$ cat src/rtl/srp_pkg.sv
// srp_pkg: shared types and constants for the shelf rectangle packer.
// Holds operation codes, configuration register indexes, reset values and the result type.
// No dependencies.
package srp_pkg;

    // Field widths fixed by the interface
    localparam int DIM_BITS   = 16;
    localparam int SPACE_BITS = 12;
    localparam int OP_BITS    = 3;
    localparam int CFG_IDX_BITS  = 3;
    localparam int CFG_DATA_BITS = 16;
    localparam int COUNT_BITS = 16;

    // Operation codes
    localparam logic [OP_BITS-1:0] OP_ADD       = 3'd0;
    localparam logic [OP_BITS-1:0] OP_CHECK     = 3'd1;
    localparam logic [OP_BITS-1:0] OP_CLEAR     = 3'd2;
    localparam logic [OP_BITS-1:0] OP_SET_HORIZ = 3'd3;
    localparam logic [OP_BITS-1:0] OP_SET_VERT  = 3'd4;

    // Configuration register indexes
    localparam logic [CFG_IDX_BITS-1:0] REG_BOUND_WIDTH  = 3'd0;
    localparam logic [CFG_IDX_BITS-1:0] REG_BOUND_HEIGHT = 3'd1;
    localparam logic [CFG_IDX_BITS-1:0] REG_INIT_H_SPACE = 3'd2;
    localparam logic [CFG_IDX_BITS-1:0] REG_INIT_V_SPACE = 3'd3;
    localparam logic [CFG_IDX_BITS-1:0] REG_INIT_LINE_H  = 3'd4;

    // Configuration reset values
    localparam logic [DIM_BITS-1:0]   RST_BOUND_WIDTH  = 16'd1024;
    localparam logic [DIM_BITS-1:0]   RST_BOUND_HEIGHT = 16'd1024;
    localparam logic [SPACE_BITS-1:0] RST_INIT_H_SPACE = 12'd1;
    localparam logic [SPACE_BITS-1:0] RST_INIT_V_SPACE = 12'd1;
    localparam logic [DIM_BITS-1:0]   RST_INIT_LINE_H  = 16'd32;

    localparam logic [COUNT_BITS-1:0] COUNT_MAX = 16'hFFFF;

    // One result transfer
    typedef struct packed {
        logic                fits;
        logic [DIM_BITS-1:0] pos_x;
        logic [DIM_BITS-1:0] pos_y;
        logic                is_empty;
    } t_result;

endpackage

$ cat src/rtl/shelf_rect_packer_top.sv
// shelf_rect_packer_top: row (shelf) packer for atlas rectangles; depends on srp_pkg.
// Each result is registered in the output register, or in the skid entry behind it while
// the output register still holds an untaken result. Throughput: one item per cycle while
//   o_in_stall is low; the skid entry lets the next item enter while a result waits.
// Reset (synchronous, active low): cursors and count cleared, configuration registers
//   to their defaults, spacings and line height loaded from them, output stage emptied.
module shelf_rect_packer_top #(
    parameter int COORD_BITS = 16
) (
    input  logic                              i_clk,
    input  logic                              i_rst_n,
    // configuration write port
    input  logic                              i_cfg_we,
    input  logic [srp_pkg::CFG_IDX_BITS-1:0]  i_cfg_index,
    input  logic [srp_pkg::CFG_DATA_BITS-1:0] i_cfg_data,
    // request channel
    input  logic                              i_in_valid,
    output logic                              o_in_stall,
    input  logic [srp_pkg::OP_BITS-1:0]       i_operation,
    input  logic [srp_pkg::DIM_BITS-1:0]      i_rect_width,
    input  logic [srp_pkg::DIM_BITS-1:0]      i_rect_height,
    input  logic [srp_pkg::SPACE_BITS-1:0]    i_new_h_spacing,
    input  logic [srp_pkg::SPACE_BITS-1:0]    i_new_v_spacing,
    input  logic [srp_pkg::DIM_BITS-1:0]      i_new_line_height,
    // result channel
    output logic                              o_out_valid,
    input  logic                              i_out_stall,
    output logic                              o_fits,
    output logic [srp_pkg::DIM_BITS-1:0]      o_pos_x,
    output logic [srp_pkg::DIM_BITS-1:0]      o_pos_y,
    output logic                              o_is_empty
);

    localparam int CW = COORD_BITS;
    // internal sum width: covers cursor plus two spacings, line height and rectangle
    localparam int SW = ((CW > 17) ? CW : 17) + 3;
    localparam logic [SW-1:0] CMAX = (SW'(1) << CW) - SW'(1);

    localparam int DW = srp_pkg::DIM_BITS;
    localparam int PW = srp_pkg::SPACE_BITS;

    // configuration registers
    logic [DW-1:0] r_bound_w, r_bound_h, r_init_lh;
    logic [PW-1:0] r_init_hs, r_init_vs;

    // packer state
    logic [CW-1:0] r_cur_x, r_cur_y;
    logic [srp_pkg::COUNT_BITS-1:0] r_count;
    logic [PW-1:0] r_h_sp, r_v_sp;
    logic [DW-1:0] r_line_h;

    logic [CW-1:0] n_cur_x, n_cur_y;
    logic [srp_pkg::COUNT_BITS-1:0] n_count;
    logic [PW-1:0] n_h_sp, n_v_sp;
    logic [DW-1:0] n_line_h;

    // output stage
    logic             r_out_valid, r_skid_valid;
    srp_pkg::t_result r_out, r_skid, n_res;

    logic in_xfer, out_xfer, cfg_hit;

    function automatic logic [SW-1:0] f_sat(input logic [SW-1:0] v);
        f_sat = (v > CMAX) ? CMAX : v;
    endfunction

    assign o_in_stall = r_skid_valid;
    assign in_xfer    = i_in_valid && !r_skid_valid;
    assign out_xfer   = r_out_valid && !i_out_stall;
    assign cfg_hit    = i_cfg_we && (i_cfg_index <= srp_pkg::REG_INIT_LINE_H);

    // fit test
    logic [SW-1:0] cx_w, cy_w, bw_w, bh_w, hs_w, vs_w, lh_w, rw_w, rh_w;
    logic [SW-1:0] tot_w, tot_h, left, row_down;
    logic          too_big, row_ok, next_ok, fit;

    assign cx_w = SW'(r_cur_x);
    assign cy_w = SW'(r_cur_y);
    assign bw_w = SW'(r_bound_w);
    assign bh_w = SW'(r_bound_h);
    assign hs_w = SW'(r_h_sp);
    assign vs_w = SW'(r_v_sp);
    assign lh_w = SW'(r_line_h);
    assign rw_w = SW'(i_rect_width);
    assign rh_w = SW'(i_rect_height);

    assign tot_w    = (hs_w << 1) + rw_w;
    assign tot_h    = (vs_w << 1) + rh_w;
    assign too_big  = (tot_w > bw_w) || (i_rect_height > r_line_h);
    assign left     = (cx_w > bw_w) ? '0 : (bw_w - cx_w);
    assign row_ok   = (left >= tot_w);
    assign row_down = cy_w + vs_w + lh_w;
    assign next_ok  = ((row_down + tot_h) <= bh_w);
    assign fit      = !too_big && (row_ok || next_ok);

    // placement arithmetic
    logic [SW-1:0] cy_eff, cx_eff, pos_x_s, pos_y_s, cx_adv;
    assign cy_eff  = row_ok ? cy_w : f_sat(row_down);
    assign cx_eff  = row_ok ? cx_w : '0;
    assign pos_x_s = f_sat(cx_eff + hs_w);
    assign pos_y_s = f_sat(cy_eff + vs_w);
    assign cx_adv  = f_sat(cx_eff + hs_w + rw_w);

    // set horizontal: shift cursor right by the shrink, clamped
    logic [SW-1:0] hx_sum, hx_clamp, hx_new;
    assign hx_sum   = cx_w + (hs_w - SW'(i_new_h_spacing));
    assign hx_clamp = (hx_sum < bw_w) ? hx_sum : bw_w;
    assign hx_new   = f_sat(hx_clamp);

    // set vertical: move cursor down by the larger spacing, clamped
    logic [SW-1:0] vmax, vy_sum, vy_clamp, vy_new;
    assign vmax     = (r_v_sp > i_new_v_spacing) ? vs_w : SW'(i_new_v_spacing);
    assign vy_sum   = cy_w + vmax;
    assign vy_clamp = (vy_sum < bh_w) ? vy_sum : bh_w;
    assign vy_new   = f_sat(vy_clamp);

    // next state and result
    always_comb begin
        n_cur_x  = r_cur_x;
        n_cur_y  = r_cur_y;
        n_count  = r_count;
        n_h_sp   = r_h_sp;
        n_v_sp   = r_v_sp;
        n_line_h = r_line_h;
        n_res.fits  = 1'b1;
        n_res.pos_x = '0;
        n_res.pos_y = '0;
        unique case (i_operation)
            srp_pkg::OP_ADD: begin
                if (fit) begin
                    n_cur_y     = cy_eff[CW-1:0];
                    n_cur_x     = cx_adv[CW-1:0];
                    n_res.pos_x = pos_x_s[DW-1:0];
                    n_res.pos_y = pos_y_s[DW-1:0];
                    if (r_count != srp_pkg::COUNT_MAX) begin
                        n_count = r_count + 1'b1;
                    end
                end else begin
                    n_res.fits = 1'b0;
                end
            end
            srp_pkg::OP_CHECK: begin
                n_res.fits = fit;
            end
            srp_pkg::OP_CLEAR: begin
                n_cur_x = '0;
                n_cur_y = '0;
                n_count = '0;
            end
            srp_pkg::OP_SET_HORIZ: begin
                if (i_new_h_spacing < r_h_sp) begin
                    n_cur_x = hx_new[CW-1:0];
                end
                n_h_sp = i_new_h_spacing;
            end
            srp_pkg::OP_SET_VERT: begin
                n_cur_y  = vy_new[CW-1:0];
                n_cur_x  = '0;
                n_v_sp   = i_new_v_spacing;
                n_line_h = i_new_line_height;
            end
            default: begin
                // unused codes leave the state alone
            end
        endcase
        n_res.is_empty = (n_count == '0);
    end

    // configuration registers, spacing reload and packer state update
    always_ff @(posedge i_clk) begin
        if (!i_rst_n) begin
            r_bound_w <= srp_pkg::RST_BOUND_WIDTH;
            r_bound_h <= srp_pkg::RST_BOUND_HEIGHT;
            r_init_hs <= srp_pkg::RST_INIT_H_SPACE;
            r_init_vs <= srp_pkg::RST_INIT_V_SPACE;
            r_init_lh <= srp_pkg::RST_INIT_LINE_H;
            r_cur_x   <= '0;
            r_cur_y   <= '0;
            r_count   <= '0;
            r_h_sp    <= srp_pkg::RST_INIT_H_SPACE;
            r_v_sp    <= srp_pkg::RST_INIT_V_SPACE;
            r_line_h  <= srp_pkg::RST_INIT_LINE_H;
        end else if (cfg_hit) begin
            // write the register, then reload spacings from the (new) initial values
            r_h_sp   <= r_init_hs;
            r_v_sp   <= r_init_vs;
            r_line_h <= r_init_lh;
            unique case (i_cfg_index)
                srp_pkg::REG_BOUND_WIDTH:  r_bound_w <= i_cfg_data;
                srp_pkg::REG_BOUND_HEIGHT: r_bound_h <= i_cfg_data;
                srp_pkg::REG_INIT_H_SPACE: begin
                    r_init_hs <= i_cfg_data[PW-1:0];
                    r_h_sp    <= i_cfg_data[PW-1:0];
                end
                srp_pkg::REG_INIT_V_SPACE: begin
                    r_init_vs <= i_cfg_data[PW-1:0];
                    r_v_sp    <= i_cfg_data[PW-1:0];
                end
                default: begin
                    r_init_lh <= i_cfg_data;
                    r_line_h  <= i_cfg_data;
                end
            endcase
        end else if (in_xfer) begin
            r_cur_x  <= n_cur_x;
            r_cur_y  <= n_cur_y;
            r_count  <= n_count;
            r_h_sp   <= n_h_sp;
            r_v_sp   <= n_v_sp;
            r_line_h <= n_line_h;
        end
    end

    // output stage: result register with a skid entry behind it
    always_ff @(posedge i_clk) begin
        if (!i_rst_n) begin
            r_out_valid  <= 1'b0;
            r_skid_valid <= 1'b0;
        end else if (out_xfer) begin
            if (r_skid_valid) begin
                r_out_valid  <= 1'b1;
                r_skid_valid <= 1'b0;
            end else begin
                r_out_valid <= in_xfer;
            end
        end else if (in_xfer) begin
            if (r_out_valid) begin
                r_skid_valid <= 1'b1;
            end else begin
                r_out_valid <= 1'b1;
            end
        end
    end

    // payload of the output stage
    always_ff @(posedge i_clk) begin
        if (out_xfer) begin
            r_out <= r_skid_valid ? r_skid : n_res;
        end else if (in_xfer) begin
            if (r_out_valid) begin
                r_skid <= n_res;
            end else begin
                r_out <= n_res;
            end
        end
    end

    assign o_out_valid = r_out_valid;
    assign o_fits      = r_out.fits;
    assign o_pos_x     = r_out.pos_x;
    assign o_pos_y     = r_out.pos_y;
    assign o_is_empty  = r_out.is_empty;

    // checks
    a_skid_behind_out: assert property (@(posedge i_clk) disable iff (!i_rst_n)
        r_skid_valid |-> r_out_valid)
        else $error("skid entry held without a result in front");

    a_held_result: assert property (@(posedge i_clk) disable iff (!i_rst_n)
        (r_out_valid && i_out_stall) |=> r_out_valid)
        else $error("stalled result dropped");

    a_reject_no_pos: assert property (@(posedge i_clk) disable iff (!i_rst_n)
        (r_out_valid && !r_out.fits) |-> (r_out.pos_x == '0 && r_out.pos_y == '0))
        else $error("rejected rectangle carries a position");

    a_empty_no_pos: assert property (@(posedge i_clk) disable iff (!i_rst_n)
        (r_out_valid && r_out.is_empty) |-> (r_out.pos_x == '0 && r_out.pos_y == '0))
        else $error("empty packer reported a placement");

endmodule

$ cat config.mk
export PLATFORM = sky130hd
export DESIGN_NAME = shelf_rect_packer_top
export DESIGN_NICKNAME = d
export VERILOG_FILES = /design/src/rtl/srp_pkg.sv /design/src/rtl/shelf_rect_packer_top.sv
export SDC_FILE = /design/constraint.sdc
export NUM_CORES = 1
export LEC_CHECK = 0
export BUFFER_PORTS_ARGS = -buffer_cell sky130_fd_sc_hd__clkbuf_2
export CAP_MARGIN = 20
export CORE_MARGIN = 3
export CORE_UTILIZATION = 33
export DETAILED_ROUTE_END_ITERATION = 16
export GPL_TIMING_DRIVEN = 0
export SYNTH_ARGS = -nofsm -noshare
export SYNTH_HDL_FRONTEND = slang
export SYNTH_SLANG_ARGS = --single-unit
$ cat constraint.sdc
create_clock -name i_clk -period 20.4 [get_ports i_clk]
set_input_delay 4.08 -clock i_clk [delete_from_list [all_inputs] [get_ports i_clk]]
set_output_delay 4.08 -clock i_clk [all_outputs]
set_load 0.005 [all_outputs]
==> impl_metrics.yaml <==
final_layout:
  drive_above_1_share: 0.1065
  area_growth_pct: 12.86
  final_cells: 3469
  fin_nets: 3056
  nFillCells: 6310
  final_cell_area_um2: 23080
placement:
  place_area_um2: 22130
  gp_congestion: 0.9499
  pre_cts_ws_ns: 5.653
  post-dp-hpwl_um: 56850
  place_inst: 3420
  io_buffers: 132
clocking:
  cts_buffers: 27
  root_buffer: "clkbuf_16"
  cts_setup_buffers: 0
  clk_path_buf_depth: 3
  cts_resized: 0
  postCtsHoldBufs: 0
  clk_pin_slew_ns: 0.06
  clk_latency_ns: 0.57
  cts.sinks: 230
  cts_tree: "yes"
  h-tree-depth: 1
grt:
  grt-ovfl-total: 0
  grt_pass1_vias: 17700
  antenna_found_initial: 2
  grt_max_degree: 35
  grt_use_total: 0.2069
  grt_pass1_wl_um: 103300
logic_synthesis:
  syn-num-nets: 2894
  ys.flop_type: "dfxtp_1"
  yosysWarningCount: 0
  synth_common_cells: "nand2_1, ha_1, a21oi_1, inv_1, nor2_1"
  synth_edf_count: 68
  netlist_area_um2: 20450
  async_reset_ff_frac: 0
  synth.distinct_cells: 85
  synth_most_common_cell: "nand2_1"
  yosysTopAreaCell: "dfxtp_1"
  synthDominantCellAreaShare: 0.1586
  synth_area_per_cell_um2: 8.163
  ys_ff_latch: 230
  ys_top_cells_by_area: "dfxtp_1, ha_1, edfxtp_1"
  ys_seq_area_frac: 0.2585
  netlist_instances: 2505
timing:
  tns_ns: 0
  period_share: 0.7027
  max_freq_mhz: 69.75
  setup_viol: 0
  setup_slack_ns: 6.064
  slew_violations: 0
  tightestPinTransition_ns: 1.173
  maxSlewHeadroom: 0.2123
  fin_crit_ns: 14.34
  rsz0062_at_grt: "false"
  hold_viol: 0
  clock_skew_ns: 0.02322
route:
  num_vias: 18720
  drt-pass1-iter-count: 6
  via_per_inst: 5.396
  drc: 0
  antenna_left: 0
  drt_first_iter_violations: 1535
  detail_route.wl_per_cell_um: 19.69
  wl_um: 68290
power_and_ir_drop:
  power_per_cell_area_nw_per_um2: 78.43
  p_sw_mw: 0.6996
  p_int_mw: 1.110
  switching_share: 0.3865
  clockPowerShare: 0.292
  power_mw: 1.810
  p_leak_nw: 10.22
  p_comb_frac: 0.422
  ir_drop_mv: 0.06621
  power_frac_seq: 0.287
job:
  cap_viol_max_count: 0
floorplan:
  core_area_um2: 60810
  dieArea_um2: 64980
  fp.dieH_um: 254.9
  num_rows: 90
  initial_core_util: 0.3363
  die_x_um: 254.9
  ios: 135
worst_setup_path:
  max_stage_delay_ns: 0.66
  critical_path_arrival_ns: 14.75
  crit_path_top_delay_cell: "buf_1"
  cpMostUsedCell: "o21ai_0"
  critPathRequiredTime_ns: 20.82
  startpoint_type: "primary input"
  cp_max_fo: 10
  critical_path_class: "in2reg"
  crit_path_end_kind: "flop"
  worstRegToRegCells: 43
hold_path:
  hold_path_class: "reg2reg"
  min_path_cells: 2
outcome:
  status: "complete, no violations"
[power groups by stage]
stage | Combinational [mW] | Clock, mW | Sequential, mW
6_report | 0.763 | 0.528 | 0.519
3_3_place_gp | 0.738 | 0 | 0.529
5_1_grt | 0.851 | 0.550 | 0.521
2_1_floorplan | 0.532 | 0 | 0.517
4_1_cts | 0.751 | 0.534 | 0.518
3_5_place_dp | 0.744 | 0 | 0.528
[through the flow]
step                hold WS (ns)  utilization
detailed placement        0.4479       0.3639
global placement          0.4446       0.3632
finish                    0.4562       0.3795
global route              0.4779       0.3794
CTS                       0.4566       0.3794
floorplan                 0.4338            -
[sequential cells by signal (all words and copies together) (netlist names)]
name         flops
r_bound_w       16
r_v_sp          12
r_skid          34
r_cur_x         16
r_init_lh       16
o_out_valid      1
r_h_sp          12
o_pos_y         16
r_init_vs       12
r_init_hs       12
r_count         16
o_pos_x         16
r_bound_h       16
o_is_empty       1
o_in_stall       1
r_cur_y         16
r_line_h        16
o_fits           1
[area by class of cell]
class	instances	area [um^2]	share of cell area
multi-input combinational	1955	13940	0.6039
sequential	230	5285	0.2290
tap	782	978.4	0.04240
inverter	230	863.3	0.03741
clock buffer	32	714.4	0.03096
timing repair buffer	133	688.2	0.02982
buffer	90	375.4	0.01627
clock inverter	16	232.7	0.01009
antenna	1	2.502	0.0001084
[worst max-delay path: cells and delay by family]
family	cells	cell delay [ns]
AOI/OAI and AO/OA	28	5.97
buffers and inverters	7	1.94
adders and majority gates	5	1.62
and+or+nand+nor	5	0.72
xor gates and xnor gates	2	0.42
[final timing paths]
| path | slack (ns) | startpoint | end |
|---|---|---|---|
| setup reg to reg | 8.83 | r_cur_x[1] | r_cur_x[5] |
| hold / removal | 0.46 | r_init_lh[13] | r_init_lh[13] |
| hold reg to reg | 0.46 | r_init_lh[13] | r_init_lh[13] |
| setup / recovery | 6.06 | i_rect_width[1] | r_cur_x[5] |
[cells by family (layout without fill, tap and decap cells)]
| logic type | count (synthesis) | count (layout) | synth area share |
|---|---|---|---|
| xor+xnor | 114 | 114 | 0.04883 |
| other cells | 0 | 1 | 0 |
| mux | 75 | 75 | 0.04002 |
| simple gates | 751 | 751 | 0.1688 |
| fa+ha+maj | 290 | 290 | 0.1899 |
| flops | 230 | 230 | 0.2585 |
| buf+inv | 320 | 501 | 0.06058 |
| compound gates | 725 | 725 | 0.2333 |
[routing by layer]
metal | vias to the layer above | GRT usage | part of all wire
met5 | - | 0 | 0.00037
met4 | 4 | 0.04691 | 0.025
met3 | 89 | 0.03841 | 0.076
met2 | 592 | 0.3396 | 0.45
met1 | 8701 | 0.2827 | 0.45
li1 | 9333 | - | -
[cell usage in the layout, fill, tap and decap left out, types with 11 or more instances in the layout]
cell | synthesis | routed
a211oi_1 | 34 | 34
a21o_1 | 48 | 48
a21oi_1 | 234 | 234
a22oi_1 | 17 | 17
a31oi_1 | 25 | 25
a41oi_1 | 11 | 11
and2_1 | 13 | 13
and3_1 | 24 | 24
buf_2 | 14 | 14
clkbuf_1 | 66 | 69
clkbuf_16 | 0 | 27
clkbuf_2 | 1 | 133
dfxtp_1 | 162 | 162
edfxtp_1 | 68 | 68
fa_1 | 34 | 34
ha_1 | 256 | 256
inv_1 | 229 | 229
mux2_2 | 51 | 51
mux2i_1 | 23 | 23
nand2_1 | 296 | 296
nand2b_1 | 24 | 24
nand3_1 | 57 | 57
nand4_1 | 22 | 22
nor2_1 | 173 | 173
nor2b_1 | 32 | 32
nor3_1 | 43 | 43
o2111ai_1 | 12 | 12
o211a_1 | 24 | 24
o211ai_1 | 40 | 40
o21a_1 | 28 | 28
o21ai_0 | 141 | 140
o21bai_1 | 14 | 14
or2_2 | 14 | 14
or3_1 | 18 | 18
xnor2_1 | 72 | 72
xor2_1 | 42 | 42
(Power assumes the default switching activity.)
